File: config.mk
export PLATFORM = sky130hd
export DESIGN_NAME = rez_cell
export DESIGN_NICKNAME = d
export VERILOG_FILES = /design/src/design/rez_pkg.sv /design/src/design/rez_cell.sv
export SDC_FILE = /design/constraint.sdc
export NUM_CORES = 1
export LEC_CHECK = 0
export ABC_AREA = 1
export ABC_CLOCK_PERIOD_IN_PS = 5100
export BUFFER_PORTS_ARGS = -buffer_cell sky130_fd_sc_hd__buf_2
export CAP_MARGIN = 20
export CORE_AREA = 2 2 350 352
export CTS_CLUSTER_DIAMETER = 200
export CTS_CLUSTER_SIZE = 8
export DETAILED_ROUTE_END_ITERATION = 12
export DIE_AREA = 0 0 352 354
export PLACE_DENSITY = 0.4
export REMOVE_ABC_BUFFERS = 1
export SLEW_MARGIN = 10
export SYNTH_ARGS = -nofsm -noshare
export SYNTH_HDL_FRONTEND = slang
export SYNTH_SLANG_ARGS = --single-unit
File: constraint.sdc
create_clock -name clk -period 5.1 [get_ports clk]
set_input_delay 1.02 -clock clk [delete_from_list [all_inputs] [get_ports clk]]
set_output_delay 1.02 -clock clk [all_outputs]
set_load 0.05 [all_outputs]
File: src/design/rez_pkg.sv
package rez_pkg;

    typedef logic signed [63:0] fx_t;

    localparam fx_t FX_MAX = 64'sh7fff_ffff_ffff_ffff;
    localparam fx_t FX_MIN = 64'sh8000_0000_0000_0000;

    localparam logic CMD_START = 1'b0;
    localparam logic CMD_ADD   = 1'b1;

    typedef struct packed {
        logic              cmd;
        logic [62:0]       step_value;
        logic signed [63:0] point_x;
        logic signed [63:0] point_y;
        logic signed [63:0] point_z;
    } rez_item_t;

    typedef struct packed {
        logic signed [63:0] estimate_x;
        logic signed [63:0] estimate_y;
        logic signed [63:0] estimate_z;
        logic signed [63:0] error_x;
        logic signed [63:0] error_y;
        logic signed [63:0] error_z;
        logic               table_full;
    } rez_result_t;

    typedef struct packed {
        logic rot;
        logic push;
        logic load;
    } rez_cell_ctl_t;

    typedef enum logic [1:0] {
        UPD_NONE,
        UPD_RATIO,
        UPD_TAB
    } rez_upd_t;

    typedef enum logic [3:0] {
        S_IDLE,
        S_RAT,
        S_RAT_WAIT,
        S_COL,
        S_MB1,
        S_DIV,
        S_MC,
        S_MCC,
        S_FIN,
        S_ROT,
        S_PUSH
    } rez_state_t;

    function automatic logic [63:0] fx_mag(input fx_t a);
        return a[63] ? (~a + 64'd1) : a;
    endfunction

    function automatic fx_t fx_clamp(input logic [64:0] v);
        if (v[64] != v[63])
        begin
            return v[64] ? FX_MIN : FX_MAX;
        end
        return v[63:0];
    endfunction

    function automatic fx_t fx_add(input fx_t a, input fx_t b);
        return fx_clamp({a[63], a} + {b[63], b});
    endfunction

    function automatic fx_t fx_sub(input fx_t a, input fx_t b);
        return fx_clamp({a[63], a} - {b[63], b});
    endfunction

    function automatic fx_t fx_pack(input logic neg, input logic [63:0] m, input logic ovf);
        if (!neg)
        begin
            return (ovf || m[63]) ? FX_MAX : m;
        end
        if (ovf || m[63])
        begin
            return FX_MIN;
        end
        return ~m + 64'd1;
    endfunction

endpackage

File: src/design/rez_cell.sv
module rez_cell
    import rez_pkg::*;
#(
    parameter int DIM = 3
)
(
    input  logic                  clk,
    input  rez_cell_ctl_t         ctl,
    input  logic [62:0]           nxt_step,
    input  fx_t                   nxt_ratio,
    input  logic [DIM-1:0][63:0]  nxt_tab,
    input  logic [62:0]           prv_step,
    input  logic [DIM-1:0][63:0]  ld_tab,
    output logic [62:0]           step,
    output fx_t                   ratio,
    output logic [DIM-1:0][63:0]  tab
);

    logic [62:0]          step_reg;
    fx_t                  ratio_reg;
    logic [DIM-1:0][63:0] tab_reg;

    always_ff @(posedge clk)
    begin
        if (ctl.rot)
        begin
            step_reg  <= nxt_step;
            ratio_reg <= nxt_ratio;
            tab_reg   <= nxt_tab;
        end
        else
        begin
            if (ctl.push)
            begin
                step_reg <= prv_step;
            end
            if (ctl.load)
            begin
                tab_reg <= ld_tab;
            end
        end
    end

    assign step  = step_reg;
    assign ratio = ratio_reg;
    assign tab   = tab_reg;

endmodule
Word level (Yosys, flattened, before mapping)

Index checks and enable logic that the tools add are counted.
Widths: inputs -> output; s select.

Flip-flop bits (word level): 319
Bits of input ports: 578
Output and inout bits: 319
Logic and storage cells: 11

Multiplexer cells: 4
Reductions and logical operators: 2

Operators by type and width:

| kind              | number |
|---|---|
| $mux 192          | 2 |
| $mux 63           | 2 |
| $reduce_bool 2->1 | 2 |

Longest topological paths before layout

Depth after elaboration: 2
Depth in mapped cells: 6
Mapped depth without buffers: 3

Worst setup path after synthesis

Ideal clock, no wire load.

Kind: input -> register
From: input ctl[2] (netlist bit)
To: register tab_reg, in the netlist tab[0], enable pin
Setup time: 0.472 ns
Data arrival time: 3.625 ns
Data required time: 4.628 ns
Path slack: 1.003 ns
Cell stages on the path: 3
Buffers on the path: 2
Path through: buf_4 -> buf_4 -> or2_2

Cells in the longest elaborated chain, start to end: 1

Ends and longest elaborated chain:

| what                               | line           | RTL |
|---|---|---|
| start: declaration                 | rez_cell.sv:8  | `input rez_cell_ctl_t ctl,` |
| $reduce_bool 2->1 (no source line) | --             |  |
| end signal: assignment             | rez_cell.sv:29 | `tab_reg <= nxt_tab;` |
| end signal: assignment             | rez_cell.sv:39 | `tab_reg <= ld_tab;` |
| end: declaration                   | rez_cell.sv:21 | `logic [DIM-1:0][63:0] tab_reg;` |

Every way passes these cells.
A chain may end at the register's enable or synchronous reset.

Worst setup path after layout

From: input ctl[2] (netlist bit)
To: register step_reg[20], in the netlist step[20], enable pin

Cells in the longest elaborated chain, start to end: 1

Ends and longest elaborated chain:

| what                               | line           | RTL |
|---|---|---|
| $reduce_bool 2->1 (no source line) | --             |  |
| end signal: assignment             | rez_cell.sv:27 | `step_reg <= nxt_step;` |
| end signal: assignment             | rez_cell.sv:35 | `step_reg <= prv_step;` |
| end: declaration                   | rez_cell.sv:19 | `logic [62:0] step_reg;` |

Every way passes these cells.

==> reports/summary.json <==
{
  "report.final.slew_viol_count": {"value": 0},
  "netSwitchingPower": {"value": 2.68, "unit": "mW"},
  "required": {"value": 5.33, "unit": "ns"},
  "filler_cell_count": {"value": 13700},
  "peak_freq": {"value": 395, "unit": "MHz"},
  "synth_most_common_cell": {"value": "nand2_1"},
  "cts_resized": {"value": 0},
  "drt_first_iter_violations": {"value": 590},
  "die-width": {"value": 352, "unit": "um"},
  "critPathKind": {"value": "in -> reg"},
  "p_sw_frac": {"value": 0.339},
  "finalHoldWorstSlack": {"value": 0.614, "unit": "ns"},
  "vias": {"value": 11400},
  "totalWireLength": {"value": 59300, "unit": "um"},
  "drt-pass1-iter-count": {"value": 5},
  "finalCritPeriodShare": {"value": 0.497},
  "cts_num_sinks": {"value": 319},
  "max_slew.worst_pin.slew": {"value": 0.840, "unit": "ns"},
  "layout-drive-gt1-share": {"value": 0.470},
  "largest_reg_flops": {"value": 192},
  "max-cap-violations": {"value": 0},
  "number_of_buffers_created_by_cts": {"value": 45},
  "power-per-cell-area": {"value": 388, "unit": "nW/um2"},
  "result_of_the_run": {"value": "complete, no violations"},
  "detail_route.vias_per_cell": {"value": 3.11},
  "timing.critical_path.buf_inv": {"value": 2},
  "grt_first_pass_wirelength": {"value": 82000, "unit": "um"},
  "mappedNetlistArea": {"value": 12900, "unit": "um2"},
  "maximum_number_of_pins_on_one_net_before_global_route_repair": {"value": 140},
  "peak_fanout_along_the_critical_path": {"value": 64},
  "core_area": {"value": 121000, "unit": "um2"},
  "layout.cell_area.non_filler": {"value": 20400, "unit": "um2"},
  "die_height": {"value": 354, "unit": "um"},
  "ys_top_cells_by_count": {"value": "765 x nand2_1, 319 x edfxtp_1, 24 x buf_6"},
  "port_buffers": {"value": 896},
  "worst_hold_path_type": {"value": "in -> reg"},
  "post_cts_hold_buffer_count": {"value": 0},
  "worst_ep_arrival": {"value": 2.76, "unit": "ns"},
  "synthCells": {"value": 1144},
  "max_slew_margin": {"value": 0.440},
  "layout_min_cycle_time": {"value": 2.53, "unit": "ns"},
  "critical_path.startpoint_type": {"value": "input port"},
  "cts_htree_levels": {"value": 2},
  "sequential_cell_area": {"value": 9580, "unit": "um2"},
  "ys.warnings.count": {"value": 0},
  "synth_top_cell_area_share": {"value": 0.740},
  "ios": {"value": 897},
  "syn_area_per_cell": {"value": 11.3, "unit": "um2"},
  "cpLargestDelayFamily": {"value": "buffers and inverters"},
  "post-dp-hpwl": {"value": 46500, "unit": "um"},
  "postSynth.topFlopCell": {"value": "edfxtp_1"},
  "grt_antenna_before_repair": {"value": 9},
  "timing.setup.tns": {"value": 0, "unit": "ns"},
  "cts_max_path_buffers": {"value": 3},
  "internal_power_consumption": {"value": 5.22, "unit": "mW"},
  "comb_power_share": {"value": 0.233},
  "placed_cell_area": {"value": 19100, "unit": "um2"},
  "setup_failing_eps_final": {"value": 0},
  "cts_tree": {"value": "done"},
  "worst_setup_path_end_kind": {"value": "flip-flop"},
  "cts.repair_timing.setup_buffer_count": {"value": 0},
  "floorplan.initialDensity": {"value": 0.107},
  "grt_pass1_vias": {"value": 11700},
  "post-synth-top-area-cell": {"value": "edfxtp_1"},
  "report.final.hold_viol_count": {"value": 0},
  "grt.overflow.total": {"value": 0},
  "share_seq_of_total_power": {"value": 0.418},
  "rsz0062_at_grt": {"value": "false"},
  "power.ir.vdd_worst": {"value": 0.179, "unit": "mV"},
  "synth_edf_count": {"value": 319},
  "multi_input_comb_area": {"value": 2890, "unit": "um2"},
  "clock_power_share": {"value": 0.349},
  "total_power": {"value": 7.90, "unit": "mW"},
  "combined_global_route_utilization_of_all_metal_layers": {"value": 0.0911},
  "cts-root-buf": {"value": "clkbuf_16"},
  "nNetsFinal": {"value": 2622},
  "globalplace.congestion": {"value": 0.902},
  "max_stage_delay": {"value": 0.71, "unit": "ns"},
  "critical-path-slowest-cell": {"value": "or2_2"},
  "fp.dieArea": {"value": 125000, "unit": "um2"},
  "postSynthRegisterBits": {"value": 319},
  "path_cells": {"value": "buf_8 -> or2_2 -> buf_4"},
  "sequential_cell_area_fraction_in_the_yosys_report": {"value": 0.740},
  "remaining_drc_errors": {"value": 0},
  "synth.distinct_cells": {"value": 8},
  "layout-area-overhead-vs-synth": {"value": 57.3, "unit": "%"},
  "drt.antenna.violating_nets": {"value": 0},
  "ys_top_cells_by_area": {"value": "edfxtp_1 74%, nand2_1 22%, buf_6 2.1%"},
  "rows": {"value": 128},
  "routedWlPerCell": {"value": 16.1, "unit": "um"},
  "synthArstFlopShare": {"value": 0},
  "worst_setup_hold_path_clk_slew": {"value": 0.06, "unit": "ns"},
  "cellLeakagePower": {"value": 9.73, "unit": "nW"}
}
==> final cells by class <==
cell class,count,area share
Timing Repair Buffer,910,0.228
Multi-Input combinational cell,767,0.142
Sequential cell,319,0.471
Tap cell,1625,0.0999
Inverter,1,0.000553
Antenna cell,6,0.000738
Clock buffer,48,0.0580
Clock inverter,1,0.000430
==> worst paths after layout <==
kind / startpoint / endpoint / cells after the start
worst min-delay path: nxt_ratio[62] / ratio[62] / 1
worst max-delay path: ctl[2] / step[20] / 3
==> metrics by stage <==
stage	utilization	setup slack (ns)	std cells
2_1_floorplan	-	1.27	1087
3_3_place_gp	0.158	1.94	3622
3_5_place_dp	0.158	1.90	3622
4_1_cts	0.168	2.53	3671
5_1_grt	0.168	2.47	3676
6_report	0.168	2.57	3677
==> logic make-up (layout without fill, tap and decap cells) <==
kind of cell | count (synthesis) | in the layout | synth area share
DFF | 319 | 319 | 0.740
and+or+nand+nor | 767 | 767 | 0.223
buffers and inverters | 58 | 960 | 0.0369
other | 0 | 6 | 0
==> cell usage in the layout, fill, tap and decap left out <==
master / instances
buf_2: 895
nand2_1: 765
edfxtp_1: 319
clkbuf_16: 47
buf_4: 11
diode_2: 6
buf_12: 3
inv_8: 1
or2_2: 1
or2_4: 1
inv_6: 1
clkbuf_1: 1
buf_8: 1
==> power by group through the flow <==
| stage | sequential (mW) | clock (mW) | combinational [mW] |
|---|---|---|---|
| floorplan | 4.30 | 0 | 0.187 |
| global placement | 3.36 | 0 | 1.87 |
| detailed placement | 3.36 | 0 | 1.87 |
| CTS | 3.31 | 2.91 | 1.87 |
| global route | 3.33 | 2.99 | 1.94 |
| finish | 3.31 | 2.76 | 1.84 |
==> per-layer routing <==
| layer | up-vias | global-route usage | wire length (um) |
|---|---|---|---|
| met5 | - | 0 | 0 |
| met4 | 0 | 0.0361 | 1780 |
| met3 | 69 | 0.0370 | 5610 |
| met2 | 555 | 0.152 | 28800 |
| met1 | 5291 | 0.103 | 23100 |
| li1 | 5521 | - | - |
Note: power is estimated with default switching activity, not from simulation.
