[src/design/rez_pkg.sv]
package rez_pkg;

    typedef logic signed [63:0] fx_t;

    localparam fx_t FX_MAX = 64'sh7fff_ffff_ffff_ffff;
    localparam fx_t FX_MIN = 64'sh8000_0000_0000_0000;

    localparam logic CMD_START = 1'b0;
    localparam logic CMD_ADD   = 1'b1;

    typedef struct packed {
        logic              cmd;
        logic [62:0]       step_value;
        logic signed [63:0] point_x;
        logic signed [63:0] point_y;
        logic signed [63:0] point_z;
    } rez_item_t;

    typedef struct packed {
        logic signed [63:0] estimate_x;
        logic signed [63:0] estimate_y;
        logic signed [63:0] estimate_z;
        logic signed [63:0] error_x;
        logic signed [63:0] error_y;
        logic signed [63:0] error_z;
        logic               table_full;
    } rez_result_t;

    typedef struct packed {
        logic rot;
        logic push;
        logic load;
    } rez_cell_ctl_t;

    typedef enum logic [1:0] {
        UPD_NONE,
        UPD_RATIO,
        UPD_TAB
    } rez_upd_t;

    typedef enum logic [3:0] {
        S_IDLE,
        S_RAT,
        S_RAT_WAIT,
        S_COL,
        S_MB1,
        S_DIV,
        S_MC,
        S_MCC,
        S_FIN,
        S_ROT,
        S_PUSH
    } rez_state_t;

    function automatic logic [63:0] fx_mag(input fx_t a);
        return a[63] ? (~a + 64'd1) : a;
    endfunction

    function automatic fx_t fx_clamp(input logic [64:0] v);
        if (v[64] != v[63])
        begin
            return v[64] ? FX_MIN : FX_MAX;
        end
        return v[63:0];
    endfunction

    function automatic fx_t fx_add(input fx_t a, input fx_t b);
        return fx_clamp({a[63], a} + {b[63], b});
    endfunction

    function automatic fx_t fx_sub(input fx_t a, input fx_t b);
        return fx_clamp({a[63], a} - {b[63], b});
    endfunction

    function automatic fx_t fx_pack(input logic neg, input logic [63:0] m, input logic ovf);
        if (!neg)
        begin
            return (ovf || m[63]) ? FX_MAX : m;
        end
        if (ovf || m[63])
        begin
            return FX_MIN;
        end
        return ~m + 64'd1;
    endfunction

endpackage

[src/design/rez_mul.sv]
module rez_mul
    import rez_pkg::*;
(
    input  logic clk,
    input  logic rst_n,
    input  logic go,
    input  fx_t  a,
    input  fx_t  b,
    output logic done,
    output fx_t  res
);

    logic        run_reg;
    logic [2:0]  cnt_reg;
    logic        done_reg;
    logic [63:0] ua_reg;
    logic [63:0] ub_reg;
    logic        neg_reg;
    logic [63:0] prod_reg;
    logic [1:0]  sh_reg;
    logic [127:0] acc_reg;
    fx_t         res_reg;

    logic [31:0]  a_part;
    logic [31:0]  b_part;
    logic [127:0] shifted;
    logic [128:0] rnd;

    always_comb
    begin
        a_part  = cnt_reg[1] ? ua_reg[63:32] : ua_reg[31:0];
        b_part  = cnt_reg[0] ? ub_reg[63:32] : ub_reg[31:0];
        shifted = {64'd0, prod_reg} << {sh_reg, 5'd0};
        // round half away from zero on the magnitude
        rnd     = {1'b0, acc_reg} + 129'h8000_0000;
    end

    always_ff @(posedge clk or negedge rst_n)
    begin
        if (!rst_n)
        begin
            run_reg  <= 1'b0;
            cnt_reg  <= '0;
            done_reg <= 1'b0;
        end
        else if (go)
        begin
            run_reg  <= 1'b1;
            cnt_reg  <= '0;
            done_reg <= 1'b0;
        end
        else if (run_reg)
        begin
            cnt_reg  <= cnt_reg + 3'd1;
            run_reg  <= (cnt_reg != 3'd5);
            done_reg <= (cnt_reg == 3'd5);
        end
        else
        begin
            done_reg <= 1'b0;
        end
    end

    always_ff @(posedge clk)
    begin
        if (go)
        begin
            ua_reg  <= fx_mag(a);
            ub_reg  <= fx_mag(b);
            neg_reg <= a[63] ^ b[63];
            acc_reg <= '0;
        end
        else if (run_reg)
        begin
            if (cnt_reg <= 3'd3)
            begin
                prod_reg <= 64'(a_part) * 64'(b_part);
                sh_reg   <= {1'b0, cnt_reg[1]} + {1'b0, cnt_reg[0]};
            end
            if (cnt_reg >= 3'd1 && cnt_reg <= 3'd4)
            begin
                acc_reg <= acc_reg + shifted;
            end
            if (cnt_reg == 3'd5)
            begin
                res_reg <= fx_pack(neg_reg, rnd[95:32], |rnd[128:96]);
            end
        end
    end

    assign done = done_reg;
    assign res  = res_reg;

endmodule

[config.mk]
export PLATFORM = sky130hd
export DESIGN_NAME = rez_mul
export DESIGN_NICKNAME = d
export VERILOG_FILES = /design/src/design/rez_pkg.sv /design/src/design/rez_mul.sv
export SDC_FILE = /design/constraint.sdc
export NUM_CORES = 2
export LEC_CHECK = 0
export BUFFER_PORTS_ARGS = -buffer_cell sky130_fd_sc_hd__buf_2
export CORE_UTILIZATION = 55
export CTS_BUF_LIST = sky130_fd_sc_hd__clkbuf_4
export CTS_CLUSTER_DIAMETER = 200
export DETAILED_ROUTE_END_ITERATION = 12
export GPL_TIMING_DRIVEN = 0
export PLACE_DENSITY = 0.72
export SLEW_MARGIN = 20
export SYNTH_ARGS = -nofsm -noshare
export SYNTH_HDL_FRONTEND = slang
export SYNTH_SLANG_ARGS = --single-unit
[constraint.sdc]
create_clock -name clk -period 16.4 [get_ports clk]
set_input_delay 1.64 -clock clk [delete_from_list [all_inputs] [get_ports clk]]
set_output_delay 1.64 -clock clk [all_outputs]
set_load 0.02 [all_outputs]
Word-level counts from Yosys, hierarchy flattened
Index checks and enable logic that the tools add are counted.

Register bits after elaboration: 392.

$mul: 1. Order comparisons: 3. Mux-type cells: 24. Shift-type cells: 1. Reductions and logical operators: 7. Add/sub/neg operators: 7. Bitwise operators: 5. Equality and inequality tests: 2.

Operators by type and width (count): $mux W64 (5); $add A64 B1 Y64 const B (3); $not A64 Y64 (3); $add A128 B32 Y129 const B (1); $add A128 B128 Y128 (1); $shl A64 B7 Y128 (1); $mux W63 (2); $mul A32 B32 Y64 (1); $mux W32 (2); $reduce_or A33 Y1 (1); $mux W1 (13); $mux W3 (2); $reduce_and A3 Y1 (2); $add A3 B1 Y3 const B (1); $eq A3 B3 Y1 const B (1); $ge A3 B1 Y1 const B (1); $le A3 B2 Y1 const B (1); $le A3 B3 Y1 const B (1); $ne A3 B3 Y1 const B (1); $add A1 B1 Y2 (1); $reduce_and A2 Y1 (1); $reduce_bool A2 Y1 (1); $logic_and A1 B1 Y1 (1); $logic_or A1 B1 Y1 (1); 2 further kinds (2).

Longest topological paths before layout
Depth in word-level cells: 10. Depth in mapped cells: 36.

Worst setup path after synthesis
Ideal clock, no wire load.

Path type: reg-to-reg. From: register cnt_reg[1]. To: register prod_reg[62], data pin. Setup time: 0.258 ns. Arrival time: 9.042 ns. Path buffers: 5. Slack: 7.101 ns. Data required time: 16.142 ns. Stages on the path, launching flop included: 33. Path through: dfrtp_1 clkbuf_1 buf_1 buf_1 mux2i_1 clkbuf_1 nor2_1 fa_1 inv_1 fa_1 fa_1 fa_1 inv_1 fa_1 fa_1 fa_1 inv_1 fa_1 inv_1 ha_1 clkbuf_1 a21o_1 a21o_1 a21oi_1 o31ai_1 a21oi_1 o41ai_1 a41oi_1 o21ai_0 o41a_1 a221o_1 a21oi_1 xnor2_1.

Longest elaborated chain between the ends: 2.

RTL lines: start: declaration (line rez_mul.sv:14) `logic [2:0] cnt_reg;`; start signal: assignment (line rez_mul.sv:54) `cnt_reg <= cnt_reg + 3'd1;`; $mux W32 (line rez_mul.sv:31) `a_part = cnt_reg[1] ? ua_reg[63:32] : ua_reg[31:0];`; $mul A32 B32 Y64 (line rez_mul.sv:77) `prod_reg <= 64'(a_part) * 64'(b_part);`; end signal: assignment (line rez_mul.sv:77); end: declaration (line rez_mul.sv:19) `logic [63:0] prod_reg;`.

Every way passes these cells. A chain may end at the register's enable or synchronous reset.

Worst setup path in the final report
Ends and elaborated chain as after synthesis.

==> run summary <==
=====================================================================================
Aggregate global-route resource usage                                           41.9%
Cell with the largest stage delay on the worst path                             buf_1
Final core utilization                                                          60.1%
Overall die area                                                          114,000 µm²
GRT Residual Overflow                                                               0
Clock buffer depth                                                                  3
Number of violations of the max-capacitance limit                                   0
Class of the tightest hold or removal check                              flop to flop
Post-synthesis instance area                                               62,100 µm²
Number of input and output port buffers inserted                                  193
Crit Path Category                                                       flop to flop
Most frequent cells in the layout                                        991 x inv_1, 897 x fa_1, 890 x nor2_1, 847 x nand2_1, 398 x ha_1
Synth-to-Final Area Change                                                      7.62%
CTS clk-pin slew, worst paths                                                 0.06 ns
R2r startpoint                                                             cnt_reg[1]
Via count of the first global-routing pass                                     55,100
Number of cells on the worst hold path                                              2
Die H                                                                          338 µm
Die X                                                                          338 µm
Hold-critical path endpoint                                               acc_reg[26]
R2r setup slk                                                                 3.77 ns
Global-route wire length before repair                                         347 mm
Design Area, Final                                                         66,800 µm²
Hold Vio Cnt, Final                                                                 0
Pin count of the biggest net entering global routing                               76
Synthesized instance count                                                      7,237
Number of DRC markers in iteration 0                                            5,447
Avg Synthesized Cell Area                                                    8.58 µm²
# resized after CTS                                                                 0
Kind of cell adding the most delay to the critical path                   adder cells
Buffer type at the clock tree root                                           clkbuf_4
Number of antenna violations at the first check in global routing                   9
Setup-failing EPs final                                                             0
Effective utilization at floorplan                                              55.8%
Drt total wl                                                                   238 mm
Dominant cell type by count on the critical path                                 fa_1
Prevailing post-synth register cell                                          edfxtp_1
Post-synth EDFFs                                                                  259
Number of buffers added by the clock tree synthesis step                          108
Number of vias after detailed routing                                          55,800
Proportion of layout cells with a drive suffix above 1                          7.05%
Placed inst area                                                           65,300 µm²
Number of cells traversed by the worst register-to-register path                   32
Worst Setup End Kind                                                             flop
Final Max Tran Viols                                                                0
Number of library cell types mapped by synthesis                                   87
Cts-stage hold buffer count                                                         0
Buffering stage count on the worst path with inverters included                    10
Stage delay of the slowest cell on the critical path                          0.88 ns
Post-synthesis sequential area ratio                                            16.8%
Number of warning messages in the yosys log                                         0
Net count after synthesis                                                       8,663
Highest fanout seen on the critical path                                           10
Clock Skew                                                                   0.128 ns
Detail Route Antenna Nets                                                           0
Gp weighted congestion                                                           1.07
Clock tree from TritonCTS                                                       built
Detailed placer's ending HPWL                                                  199 mm
Worst slew slack as a fraction of its limit                                     13.1%
Final sum of negative setup slack                                                0 ns
CP arrival                                                                   13.36 ns
Post-CTS setup buffer count                                                         0
Share of flip-flops with an asynchronous set or reset                           1.28%
Placeable core area                                                       111,000 µm²
Ratio of routed vias to standard cells                                           6.10
Pre-antenna DRT Iters                                                               8
Post-DR wirelength/cell                                                       26.0 µm
Most frequent standard cell in the layout excluding fill and tap cells          inv_1
Run status                                                               finished clean
Critical register-to-register path endpoint                              prod_reg[62]
Achievable Freq                                                              79.2 MHz
Startpoint of the tightest hold check path                                acc_reg[26]
Remaining routing DRC violations                                                    0
Post-route minimum period                                                    12.63 ns
Category of the worst setup path launch point                                    flop
Row count                                                                         122
Unrepaired setup endpoints after global routing                                 false
Number of primary I/O pins                                                        196
Flip-flop count of the largest register, all copies and words added               128
Number of nets in the layout                                                    8,984
Clock latency on the worst-skew pair                                          1.05 ns
H-tree Lvls                                                                         3
Transition time at the pin with the least slew margin                         1.27 ns
Data required time of the critical path                                      17.14 ns
Fill cell instance count of the final layout                                   10,200
Register bit total from synthesis                                                 392
TritonCTS Sinks                                                                   392
Fraction of the cycle the final worst path needs                                77.0%
=====================================================================================
routing by layer:
layer	share of wire, %	global-route usage [%]
met3	9.9	10.4
met4	9.4	33.3
met2	45	66.1
met5	0.020	0
met1	36	48.6
synth_stat cells (27+ instances only):
master / instances / share of area, %
nor3_1: 98 / 0.79
dfxtp_1: 128 / 4.1
nor2_1: 893 / 5.4
nand2_1: 847 / 5.1
ha_1: 398 / 8.0
nand2b_1: 35 / 0.35
o31ai_1: 48 / 0.58
and2_1: 53 / 0.53
or3_1: 44 / 0.44
nor4_1: 35 / 0.35
mux2_2: 63 / 1.1
or4_1: 27 / 0.33
xnor2_1: 293 / 4.1
o21bai_1: 58 / 0.70
a21oi_1: 353 / 2.8
mux2i_1: 108 / 1.7
a22o_1: 41 / 0.58
inv_1: 991 / 6.0
edfxtp_1: 259 / 13
a21o_1: 146 / 1.8
clkbuf_1: 352 / 2.1
a22oi_1: 47 / 0.57
xor2_1: 101 / 1.4
fa_1: 897 / 29
and3_1: 56 / 0.56
nand4_1: 107 / 1.1
nand3_1: 101 / 0.81
o21ai_0: 297 / 2.4
worst register-to-register path: cells and delay by family, from the launching register on:
family / cells / cell delay (ns)
AND/OR/NAND/NOR: 1 / 0.17
multiplexers: 1 / 0.87
flip-flops: 1 / 0.35
AO/OA/AOI/OAI: 10 / 2.99
XOR/XNOR: 1 / 0.27
adder cells (fa/ha/maj): 9 / 4.70
buffers and inverters: 10 / 3.00
per-stage QoR:
stage	worst slack, ns	std cells	hold WS [ns]
5_1_grt	3.46	9133	0.452
3_5_place_dp	4.20	8936	0.452
6_report	3.77	9142	0.459
3_3_place_gp	4.08	8918	0.443
2_1_floorplan	7.10	7237	0.436
4_1_cts	4.16	9128	0.413
kinds of logic after synthesis:
family | synth area share (%)
compound gates | 12.3
simple gates | 17.1
xor+xnor | 5.56
buf+inv | 8.31
mux | 2.88
flops | 16.8
fa+ha+maj | 36.9
worst max path at each step:
stage,from,endpoint,cells after the start
floorplan,cnt_reg[1],prod_reg[62],32
global placement,cnt_reg[0],prod_reg[62],30
detailed placement,cnt_reg[0],prod_reg[62],29
CTS,cnt_reg[0],prod_reg[62],29
global route,cnt_reg[1],prod_reg[62],32
finish,cnt_reg[1],prod_reg[62],32
final cells by class:
cell class,count,area [µm²],area share [%]
Antenna cell,14,35.0,0.0524
Buffer,381,1440,2.15
Clock buffer,149,1120,1.67
Clock inverter,43,378,0.565
Inverter,992,3720,5.57
Multi-Input combinational cell,5472,46600,69.7
Sequential cell,392,10500,15.7
Tap cell,1488,1860,2.79
Timing Repair Buffer,211,1200,1.80
Power is left out: the tool's default activity adds up to more than one toggle a clock period on the data nets, which glitch-free logic cannot reach.
