===== config.mk =====
export PLATFORM = sky130hd
export DESIGN_NAME = rez_div
export DESIGN_NICKNAME = d
export VERILOG_FILES = /design/src/design/rez_pkg.sv /design/src/design/rez_div.sv
export SDC_FILE = /design/constraint.sdc
export NUM_CORES = 1
export LEC_CHECK = 0
export BUFFER_PORTS_ARGS = -buffer_cell sky130_fd_sc_hd__buf_2
export CAP_MARGIN = 15
export CORE_MARGIN = 3
export CORE_UTILIZATION = 25
export DETAILED_ROUTE_END_ITERATION = 10
export SYNTH_ARGS = -nofsm -noshare
export SYNTH_HDL_FRONTEND = slang
export SYNTH_SLANG_ARGS = --single-unit

===== constraint.sdc =====
create_clock -name clk -period 7.8 [get_ports clk]
set_clock_uncertainty 0.15 [all_clocks]
set_input_delay 0.78 -clock clk [delete_from_list [all_inputs] [get_ports clk]]
set_output_delay 0.78 -clock clk [all_outputs]
set_load 0.03 [all_outputs]

===== src/design/rez_pkg.sv =====
package rez_pkg;

    typedef logic signed [63:0] fx_t;

    localparam fx_t FX_MAX = 64'sh7fff_ffff_ffff_ffff;
    localparam fx_t FX_MIN = 64'sh8000_0000_0000_0000;

    localparam logic CMD_START = 1'b0;
    localparam logic CMD_ADD   = 1'b1;

    typedef struct packed {
        logic              cmd;
        logic [62:0]       step_value;
        logic signed [63:0] point_x;
        logic signed [63:0] point_y;
        logic signed [63:0] point_z;
    } rez_item_t;

    typedef struct packed {
        logic signed [63:0] estimate_x;
        logic signed [63:0] estimate_y;
        logic signed [63:0] estimate_z;
        logic signed [63:0] error_x;
        logic signed [63:0] error_y;
        logic signed [63:0] error_z;
        logic               table_full;
    } rez_result_t;

    typedef struct packed {
        logic rot;
        logic push;
        logic load;
    } rez_cell_ctl_t;

    typedef enum logic [1:0] {
        UPD_NONE,
        UPD_RATIO,
        UPD_TAB
    } rez_upd_t;

    typedef enum logic [3:0] {
        S_IDLE,
        S_RAT,
        S_RAT_WAIT,
        S_COL,
        S_MB1,
        S_DIV,
        S_MC,
        S_MCC,
        S_FIN,
        S_ROT,
        S_PUSH
    } rez_state_t;

    function automatic logic [63:0] fx_mag(input fx_t a);
        return a[63] ? (~a + 64'd1) : a;
    endfunction

    function automatic fx_t fx_clamp(input logic [64:0] v);
        if (v[64] != v[63])
        begin
            return v[64] ? FX_MIN : FX_MAX;
        end
        return v[63:0];
    endfunction

    function automatic fx_t fx_add(input fx_t a, input fx_t b);
        return fx_clamp({a[63], a} + {b[63], b});
    endfunction

    function automatic fx_t fx_sub(input fx_t a, input fx_t b);
        return fx_clamp({a[63], a} - {b[63], b});
    endfunction

    function automatic fx_t fx_pack(input logic neg, input logic [63:0] m, input logic ovf);
        if (!neg)
        begin
            return (ovf || m[63]) ? FX_MAX : m;
        end
        if (ovf || m[63])
        begin
            return FX_MIN;
        end
        return ~m + 64'd1;
    endfunction

endpackage


===== src/design/rez_div.sv =====
module rez_div
    import rez_pkg::*;
(
    input  logic clk,
    input  logic rst_n,
    input  logic go,
    input  fx_t  a,
    input  fx_t  b,
    output logic done,
    output fx_t  res
);

    localparam int unsigned DIV_STEPS = 96;

    logic        run_reg;
    logic [6:0]  cnt_reg;
    logic        done_reg;
    logic [95:0] num_reg;
    logic [63:0] ub_reg;
    logic [63:0] r_reg;
    logic [63:0] q_reg;
    logic        ovf_reg;
    logic        neg_reg;
    fx_t         res_reg;

    logic [63:0] ua;
    logic [63:0] ub;
    logic [64:0] r2;
    logic        ge;
    logic [64:0] r_diff;
    logic [63:0] q_next;
    logic        ovf_next;

    always_comb
    begin
        ua       = fx_mag(a);
        ub       = fx_mag(b);
        r2       = {r_reg, num_reg[95]};
        ge       = r2 >= {1'b0, ub_reg};
        r_diff   = r2 - {1'b0, ub_reg};
        q_next   = {q_reg[62:0], ge};
        ovf_next = ovf_reg | q_reg[63];
    end

    always_ff @(posedge clk or negedge rst_n)
    begin
        if (!rst_n)
        begin
            run_reg  <= 1'b0;
            cnt_reg  <= '0;
            done_reg <= 1'b0;
        end
        else if (go)
        begin
            // zero dividend or zero divisor finish at once
            run_reg  <= (ua != 64'd0) && (ub != 64'd0);
            done_reg <= (ua == 64'd0) || (ub == 64'd0);
            cnt_reg  <= '0;
        end
        else if (run_reg)
        begin
            cnt_reg  <= cnt_reg + 7'd1;
            run_reg  <= (cnt_reg != 7'(DIV_STEPS - 1));
            done_reg <= (cnt_reg == 7'(DIV_STEPS - 1));
        end
        else
        begin
            done_reg <= 1'b0;
        end
    end

    always_ff @(posedge clk)
    begin
        if (go)
        begin
            num_reg <= {ua, 32'd0};
            ub_reg  <= ub;
            r_reg   <= '0;
            q_reg   <= '0;
            ovf_reg <= 1'b0;
            neg_reg <= a[63] ^ b[63];
            if (ua == 64'd0)
            begin
                res_reg <= '0;
            end
            else if (ub == 64'd0)
            begin
                res_reg <= a[63] ? FX_MIN : FX_MAX;
            end
        end
        else if (run_reg)
        begin
            num_reg <= {num_reg[94:0], 1'b0};
            r_reg   <= ge ? r_diff[63:0] : r2[63:0];
            q_reg   <= q_next;
            ovf_reg <= ovf_next;
            if (cnt_reg == 7'(DIV_STEPS - 1))
            begin
                res_reg <= fx_pack(neg_reg, q_next, ovf_next);
            end
        end
    end

    assign done = done_reg;
    assign res  = res_reg;

endmodule


# Yosys cells after proc, flatten, opt, wreduce, memory -nomap -nowiden
# Index checks and enable logic that the tools add are counted.
# word_totals
regBits	331
inputBits	131
# classes
mux	31
n_lt_le_gt_ge	1
n_reduce_logical	10
n_bitwise	5
n_addsub	5
eq_ne	3
# op_table
operator	count
64-bit 2-to-1 mux	14
64-bit by 1-bit adder with 64-bit output, second input constant	3
96-bit 2-to-1 mux	2
64-bit NOT	3
64-bit logical NOT	2
64-bit nonzero test	2
65-bit by 64-bit >= comparator with 1-bit output	1
64-bit subtractor	1
7-bit 2-to-1 mux	2
1-bit 2-to-1 mux	13
7-bit by 1-bit adder with 7-bit output, second input constant	1
7-bit equality test, second input constant	1
7-bit inequality test, second input constant	1
2-bit nonzero test	2
3-bit by 1-bit inequality test with 1-bit output, second input constant	1
3-bit AND reduction	1
1-bit logical OR	2
1-bit logical AND	1
1-bit bitwise OR	1
1-bit bitwise XOR	1

# Depth between registers and ports, before layout
# Gate-level depths: netlist of the first run.
# logic_depth
word_depth	13
depth_mapped	24
ltp_nobuf	21

# Worst setup path before layout of the first run
# No wires, ideal clock.
# synth_timing
kind	input-to-reg
from	in b[30]
to	reg res_reg[0], in the netlist res[0] (enable)
setup_slack_ns	-0.045
arrival_ns	7.188
n_path_buf	1
required_time_ns	7.143
stages	11
setup_ns	0.507
cell_sequence	or4_4 or4_4 or4_1 buf_2 o41ai_2 xnor2_1 or4b_1 nor4b_1 and4b_1 or3b_4 a21oi_1
# synth_between
elab_chain_len	6
# synth_rtl
element	line	rtl
from (decl)	rez_div.sv:8	input fx_t b,
64-bit NOT	rez_pkg.sv:56	return a[63] ? (~a + 64'd1) : a;
64-bit by 1-bit adder with 64-bit output	rez_pkg.sv:56	
64-bit 2-to-1 mux	rez_pkg.sv:56	
named net ub[42]	rez_div.sv:27	logic [63:0] ub;
64-bit logical NOT	rez_div.sv:86	else if (ub == 64'd0)
3-bit by 1-bit inequality test with 1-bit output (no source line)	--	
3-bit AND reduction (no source line)	--	
to (signal assigned)	rez_div.sv:88	res_reg <= a[63] ? FX_MIN : FX_MAX;
to (signal assigned)	rez_div.sv:99	res_reg <= fx_pack(neg_reg, q_next, ovf_next);
to (decl)	rez_div.sv:24	fx_t res_reg;
# The timed path passes the listed nets, and every way through them passes these cells.
# A chain may end at the register's enable or synchronous reset.

# Final worst setup path of the first run
# layout_timing
from	reg ub_reg[6]
to	reg res_reg[26], in the netlist res[26], data pin
# layout_between
elab_chain_len	8
# layout_rtl
element	line	rtl
from (decl)	rez_div.sv:19	logic [63:0] ub_reg;
from (signal assigned)	rez_div.sv:77	ub_reg <= ub;
65-bit by 64-bit >= comparator with 1-bit output	rez_div.sv:39	ge = r2 >= {1'b0, ub_reg};
64-bit NOT	rez_pkg.sv:84	return ~m + 64'd1;
64-bit by 1-bit adder with 64-bit output	rez_pkg.sv:84	
64-bit 2-to-1 mux	rez_pkg.sv:84	
64-bit 2-to-1 mux	rez_pkg.sv:80	if (ovf || m[63])
64-bit 2-to-1 mux	rez_div.sv:97	if (cnt_reg == 7'(DIV_STEPS - 1))
64-bit 2-to-1 mux	rez_div.sv:91	else if (run_reg)
64-bit 2-to-1 mux	rez_div.sv:74	if (go)
# No other way between the ends. The select of a mux whose other input is x is not followed.

==> results.txt, run 1 <==
The number of clock buffers inserted by TritonCTS is 42. Setup repair after global routing left no endpoint under its margin. The flip-flop and latch count after synthesis is roughly 330.

The detailed-route vias per instance is 5.11. The detail-routed net length per standard cell is about 17 um. The area of the core region came out at ~89000 um^2. STA classifies the critical path startpoint as a flop.

The wire length of the first global-routing pass is 106000 um. The top fanout value on the critical path is 30. The via count of the routed design is between 20000 and 25000. The utilization after layout is 0.293.

The maximum number of pins on one net before global-route repair is 105. The final layout net count is ~2900. The required time of the critical path came out at 7.89 ns. The overall track demand over capacity in global routing is 0.138. Summed over all cells, the static leakage comes to ~10 nW. The share of cell area taken by muxes after synthesis is 0.0372. The critical path class is flop to flop. Of the total synthesized cell area, the portion taken by XOR and XNOR cells is 0.0870.

In the final layout, the multi-input gates occupy around 13000 um^2. The total overflow reported by the global router came out at 0. The number of I/O pins is 196. For this run, design rule violations remaining after detail routing come to 0. The mean instance size in the synthesized netlist is between 8 and 9 um^2. The library cell contributing the largest single delay on the critical path is sky130_fd_sc_hd__a2111o_1. Setup violations remaining at the end of the flow were counted as 0.

The die extent in y came out at just over 300 um. Of the cells placed in the final design, the portion with a size suffix greater than 1 is 0.121. The total buffers and inverters traversed by the critical path came out at 2. Summed over all nets, the half-perimeter wirelength after detailed placement is around 48000 um. The largest single stage delay on the critical path is between 0.4 and 0.5 ns. Clock-pin slew was measured on the worst setup and hold paths at 0.06 ns. The initial antenna violation count came out at 0. Of the post-synthesis cell area, the dominant cell type holds 0.257. The detailed-routing iteration count for the pre-antenna-repair pass came out at 7. The maximum level of the CTS H-tree came out at 2. The cell family contributing the most delay on the critical path is compound AO/OA/AOI/OAI gates.

The headroom to the max-slew limit is 0.242. The min-delay analysis places its worst path in the category input pin to flop. The post-synthesis share of cell area spent on and, or, nand and nor gates is 0.207. The combinational family with the most area after synthesis is simple AND/OR/NAND/NOR gates. sky130_fd_sc_hd__edfxtp_1 takes more of the synthesized area than any other cell. The most used flip-flop cell after synthesis is sky130_fd_sc_hd__edfxtp_1.

The number of filler cells placed in the layout is between 9000 and 10000. The clock net sink count came out at roughly 330. The upper clock frequency limit came out at between 150 and 200 MHz. No sink is reached through more buffers than the 3 on the longest clock path. The initial cell density of the core is 0.254. The ratio of total power to cell area came out at ~240 nW/um^2. The later-pin clock latency in the skew report came out at slightly below 0.6 ns.

In the finished design, the share of the clock period the worst path needs comes to 0.820. Summed over all failing endpoints, the final setup total negative slack is 0 ns. Yosys attributes the largest share of cell area to sky130_fd_sc_hd__edfxtp_1, sky130_fd_sc_hd__dfxtp_1, sky130_fd_sc_hd__nor2_1. The tree is rooted in a sky130_fd_sc_hd__clkbuf_16. The number of hold violations in the final report is 0. Of the synthesized area, sequential elements account for 0.381. The number of placement rows is roughly 110. The number of unique standard cell types used by synthesis is 83. The flow ran to the end, and the final reports show no timing, DRC or antenna violations. The horizontal extent of the die is just over 300 um.

In this run, synthesis inferred 193 flip-flops with an integrated enable. The max-cap check violation count is 0. The die footprint is 93900 um^2.

The maximum ir drop on the vdd rail came out at ~150 uV. The number of global-route vias before repair came to 18500. The Yosys step of the flow raised 0 warnings. The worst setup path is captured at a flop. The area occupied by registers is ~8600 um^2. The proportion of register bits with asynchronous set or reset after synthesis is 0.0272. At the end of routability-driven placement, the weighted congestion stood at about 0.90. The initial DRC count came out at around 1800. Among all cell types in the netlist, the one instantiated most often is sky130_fd_sc_hd__nor2_1. Input and output buffers added on the ports amount to 195.

The compound-gate portion of the synthesized area came to 0.202. The number of cells produced by synthesis is ~2700. The clock tree from TritonCTS is done.

The net count of the mapped netlist is roughly 2900. After synthesis, the most frequently instantiated cells are sky130_fd_sc_hd__nor2_1, sky130_fd_sc_hd__nand2_1, sky130_fd_sc_hd__edfxtp_1. The count of inserted antenna diode cells is 0. Summed over all layers, the routed wires come to 67800 um.

The data arrival time of the critical path is around 6.5 ns. The signal on the critical path passes through inv_1 > ha_1 > a2111o_1 > o211ai_1 > a31oi_1 > a21oi_1 > o31ai_1 > a21o_4 > inv_2 > ha_1 > or3b_2 > or3_1 > or3_1 > or2_2 > o31ai_1 > o21a_1 > o211ai_1 > a21oi_1 > xnor2_1 > o21ai_0. The count of pins over their slew limit is 0.

The number of cells upsized or downsized after cts is 0. Once detail routing completed, the nets flagged for antenna violations numbered 0. The fraction of the mapped netlist area in adder cells is 0.0386.

For the pin with the worst max-slew slack, the measured transition is 1.14 ns. The mapped netlist covers 22600 um^2. The post-synthesis to final-layout area growth is 15.6%.

The clock period minus worst slack is between 6 and 7 ns.
## final cells by class
cell class | count | share of cell area
well taps | 1165 | 0.0559
clock buffers | 48 | 0.0428
clock inverters | 30 | 0.0150
multi-input cells | 2041 | 0.495
inverters | 104 | 0.0150
flip-flops and latches | 331 | 0.330
repair buffers | 222 | 0.0457
## stage by stage
step           power, mW  worst slack (ns)  cells  hold WS, ns  cell area, um^2
2_1_floorplan       3.55              1.39   2655        0.304            22600
3_3_place_gp        4.06              1.47   3862        0.329            24500
3_5_place_dp        4.06              1.44   3862        0.340            24500
4_1_cts             6.23              1.40   3941        0.266            26100
5_1_grt             6.53             0.955   3941        0.278            26100
6_report            6.15              1.41   3941        0.307            26100
## layer usage
metal	global-route usage	share of wire	vias up
met2	0.226	0.47	533
met4	0.0350	0.019	0
met3	0.0171	0.048	66
met1	0.192	0.47	9597
met5	0	0	-
li1	-	-	9950
## worst register-to-register path, delay by kind of cell (launching register included)
kind                     cells  cell delay [ns]
XOR/XNOR                     1             0.13
AO/OA/AOI/OAI               11             3.21
buffers and inverters        2             0.17
adder cells (fa/ha/maj)      2             0.56
AND/OR/NAND/NOR              4             1.53
flip-flops                   1             0.33
## cell usage in the layout (no fill, tap or decap), types with 76 or more instances in the layout
| cell type | Yosys | layout |
|---|---|---|
| sky130_fd_sc_hd__nand2_1 | 221 | 220 |
| sky130_fd_sc_hd__inv_1 | 103 | 102 |
| sky130_fd_sc_hd__edfxtp_1 | 193 | 193 |
| sky130_fd_sc_hd__xnor2_1 | 150 | 150 |
| sky130_fd_sc_hd__a21oi_1 | 177 | 176 |
| sky130_fd_sc_hd__dfxtp_1 | 129 | 129 |
| sky130_fd_sc_hd__o21ai_0 | 170 | 170 |
| sky130_fd_sc_hd__mux2i_1 | 76 | 76 |
| sky130_fd_sc_hd__nor2_1 | 356 | 356 |
| sky130_fd_sc_hd__buf_2 | 6 | 194 |
## final timing paths
check                           depth (start not counted)   endpoint      start  slack (ns)
worst max-delay path                                   20    res[26]  ub_reg[6]        1.41
min in group asynchronous                               2       done      rst_n        0.54
worst max register to register                         20    res[26]  ub_reg[6]        1.41
max in group asynchronous                               2    run_reg      rst_n        6.75
worst min register to register                          2   r_reg[6]   r_reg[5]        0.35
worst min-delay path                                    1  ub_reg[0]       b[0]        0.31
## cell families after synthesis
| logic type | Yosys count |
|---|---|
| xor gates and xnor gates | 224 |
| buffers and inverters | 283 |
| DFF | 331 |
| muxes | 83 |
| adders and majority gates | 69 |
| and+or+nand+nor | 968 |
| AOI/OAI and AO/OA | 697 |
## power by group
group,internal [mW],switching (mW),leakage (nW)
Combinational,0.702,1.19,6.29
Clock,1.30,0.810,0.720
Sequential,2.06,0.0935,3.06
## repair_timing
action,in CTS,in global routing
hold buffers,1,0
hold endpoints to repair,9,0
setup buffers,0,0
setup endpoints to repair,0,0
Note: power is estimated with default switching activity, not from simulation.
==> run 2: changes to the inputs <==
- clock period: 7.8 -> 5.85 ns (I/O delays scaled with it)
==> run 2 against run 1 <==
Effect of this change: sequential cell count stayed put; routed wire length is 0.75% lower; critical path depth is 2 higher; design area is 0.69% higher; count of clock-buffer cells in the layout is 3 lower; die area stayed put; global-route usage hardly changed; total power is 30% higher; critical endpoint is now res[46]; largest power group unchanged.
==> results.txt, run 2 (synthesis gave the netlist of run 1 again) <==
The clock period minus worst slack is 5.48 ns (-0.909 ns). The DRC violation count after routing came out at 0 (unchanged). The total overflow reported by the global router came out at 0 (unchanged). The maximum clock path buffer count is 3 (unchanged).

The critical path starts at ub_reg[26]. TritonCTS built the clock tree. The number of placement rows came out at 109 (unchanged). The later-pin clock latency in the skew report is 0.58 ns (about the same). The post-detailed-route count of antenna-violating nets came out at 0 (unchanged). The die extent in y is 306 um (unchanged).

The wire length of the first global-routing pass is 105000 um (-0.37%). The clock net sink count came out at 331 (unchanged). The initial DRC count is 1521 (-17%). The overall power is 8.03 mW (+30%). The worst slack on hold paths came out at 0.113 ns (-0.194 ns). The maximum ir drop on the vdd rail is 242 uV (+60%). The initial cell density of the core is 0.254 (unchanged).

The count of pins over their slew limit is 0 (unchanged). The total placed cells including tap cells came out at 3891 (+0.75%). The number of filler cells placed in the layout came to 9472 (-0.65%). The upper clock frequency limit is 182 MHz (+17%). The path class of the tightest hold or removal check is input pin to flop.

The required time of the critical path is 5.97 ns (-1.92 ns). The data arrival time of the critical path came out at 5.61 ns (-0.87 ns). The utilization after layout came out at 0.295 (+0.00201).

The count of inserted antenna diode cells is 0 (unchanged). The estimated wirelength of the detail-placed design is 48000 um (-0.42%). The setup slack after layout was 0.365 ns (-1.04 ns).

The startpoint class of the critical path is a flop. The leakage power total came out at 10.2 nW (+0.99%). The number of clock buffers inserted by TritonCTS came out at 41 (-2.4%). The endpoint of the most critical setup path is res[46]. The detail-routed net length per standard cell was 16.9 um (-1.5%).

The maximum number of pins on one net before global-route repair is 181 (+72%). In this run the clock root is driven by a sky130_fd_sc_hd__clkbuf_16. The flow ran to the end, and the final reports show no timing, DRC or antenna violations. The last weighted congestion value of the routability-driven placer is 0.888 (-1.1%). The via count of the routed design came out at 20200 (+0.51%). The initial antenna violation count is 2 (+2). The overall track demand over capacity in global routing is 0.138 (about the same).

The final standard cell count with taps included and fillers excluded came out at 3971 (+0.76%). The total routed wirelength is 67300 um (-0.75%). Setup repair after global routing left no endpoint under its margin. The actual transition at the worst max-transition pin came out at 0.991 ns (-0.146 ns). The max-cap check violation count is 0 (unchanged). The detailed-routing iteration count for the pre-antenna-repair pass is 6 (-1).

The number of global-route vias before repair came to 18600 (+0.89%). Leaving out fill and tap cells, the most frequent cells in the layout are sky130_fd_sc_hd__nor2_1, sky130_fd_sc_hd__nand2_1, sky130_fd_sc_hd__buf_2. The area occupied by registers is 8610 um^2 (unchanged). The area of the core region is 88900 um^2 (unchanged).

The endpoint type of the worst setup path is a flop. The number of I/O pins is 196 (unchanged). The post-layout instance area came out at 26200 um^2 (+0.69%).

The ratio of total power to cell area is 306 nW/um^2 (+30%). Compared with the post-synthesis result, the final layout area differs by 16.3%. The worst slack after detailed placement was 0.149 ns (-1.29 ns). In this run the critical register-to-register path is launched from ub_reg[26].

The horizontal extent of the die came out at 306 um (unchanged). The top fanout value on the critical path is 4 (-87%). The maximum level of the CTS H-tree came to 2 (unchanged). The fraction of final layout cells with drive strength greater than 1 is 0.133 (+0.0119). The endpoint of the lowest-slack register-to-register path is res[46]. The share of the clock period used by the worst path came to 0.938 (+0.118). The clock slew at the register clock pins of the worst setup and hold paths is 0.06 ns (about the same). The die footprint came out at 93900 um^2 (unchanged). The quantity of I/O buffers inserted on ports came out at 195 (unchanged). The worst reg2reg path depth came to 22 (+10%).

The final layout net count came out at 2973 (+1.1%). The internal reg-to-reg setup slack is 0.37 ns (-1.04 ns). The cell area reported after detailed placement came out at 24800 um^2 (+1.1%).

The sum of negative setup slack came out at 0 ns (unchanged). The number of hold violations in the final report was 0 (unchanged). The headroom to the max-slew limit was 0.340 (+0.0972). The detailed-route vias per instance was 5.10 (-0.25%). The area of the multi-input gates is 13000 um^2 (+0.35%). The final count of negative-setup-slack endpoints is 0 (unchanged). The critical path class is flop to flop. The most frequent standard cell in the layout excluding fill and tap cells is sky130_fd_sc_hd__nor2_1.
==> run 2: cell count changes in the layout (fill, tap and decap cells not counted), moves of 2 or more <==
cell / previous run / this run
sky130_fd_sc_hd__clkbuf_16: 43 / 41
sky130_fd_sc_hd__inv_6: 2 / 4
sky130_fd_sc_hd__o31ai_2: 0 / 3
sky130_fd_sc_hd__bufinv_16: 8 / 4
sky130_fd_sc_hd__clkinvlp_4: 5 / 7
sky130_fd_sc_hd__buf_4: 26 / 55
sky130_fd_sc_hd__buf_12: 0 / 3
sky130_fd_sc_hd__o31ai_1: 58 / 54
==> run 2: layer usage <==
layer / vias to the layer above / track usage / routed length [um]
li1: 10000 / - / -
met1: 9559 / 0.187 / 30500
met2: 584 / 0.225 / 31000
met3: 91 / 0.0204 / 3830
met4: 0 / 0.0459 / 1930
met5: - / 0 / 0
==> run 2: timing repair <==
| action | 4_1_cts | 5_1_grt |
|---|---|---|
| hold buffers | 1 | 0 |
| gates resized for setup | 0 | 9 |
| buffers inserted | 0 | 3 |
| endpoints found under the hold margin | 9 | 0 |
| setup endpoints to repair | 0 | 13 |
==> run 2: worst min-delay path by stage <==
stage               slack [ns]          to  startpoint  cells after the start
floorplan                 0.14  cnt_reg[0]       rst_n                      0
global placement          0.30  cnt_reg[5]       rst_n                      1
detailed placement        0.30  cnt_reg[5]       rst_n                      1
CTS                       0.06   ub_reg[0]        b[0]                      1
global route              0.08   ub_reg[0]        b[0]                      1
finish                    0.11   ub_reg[0]        b[0]                      1
==> run 2: cell type report <==
type / instances / share of cell area
multi-input combinational: 2041 / 0.494
clock inverter: 31 / 0.0118
inverter: 104 / 0.0149
timing repair buffer: 254 / 0.0560
sequential: 331 / 0.328
tap: 1165 / 0.0555
clock buffer: 45 / 0.0400
==> run 2: worst max-delay path, cell delays in order (launching register included) <==
cell and delay [ns]:
sky130_fd_sc_hd__edfxtp_1 0.32, sky130_fd_sc_hd__inv_1 0.04, sky130_fd_sc_hd__ha_1 0.30, sky130_fd_sc_hd__a21o_1 0.20, sky130_fd_sc_hd__a211oi_2 0.25, sky130_fd_sc_hd__o21ai_1 0.14
sky130_fd_sc_hd__a221oi_2 0.32, sky130_fd_sc_hd__buf_4 0.17, sky130_fd_sc_hd__o221a_2 0.18, sky130_fd_sc_hd__o31ai_2 0.10, sky130_fd_sc_hd__a21o_4 0.26, sky130_fd_sc_hd__inv_2 0.06
sky130_fd_sc_hd__ha_1 0.17, sky130_fd_sc_hd__or3b_2 0.47, sky130_fd_sc_hd__or3_1 0.35, sky130_fd_sc_hd__or3_1 0.34, sky130_fd_sc_hd__or2_4 0.27, sky130_fd_sc_hd__o31ai_4 0.19
sky130_fd_sc_hd__o21a_1 0.18, sky130_fd_sc_hd__o211ai_1 0.23, sky130_fd_sc_hd__a21oi_1 0.25, sky130_fd_sc_hd__xnor2_1 0.14, sky130_fd_sc_hd__o21ai_0 0.09
==> run 2: power by group <==
part	internal, mW	total, mW	switching, mW
registers	2.74	2.85	0.114
logic	0.988	2.60	1.61
clock network	1.49	2.57	1.08
total	5.22	8.03	2.80
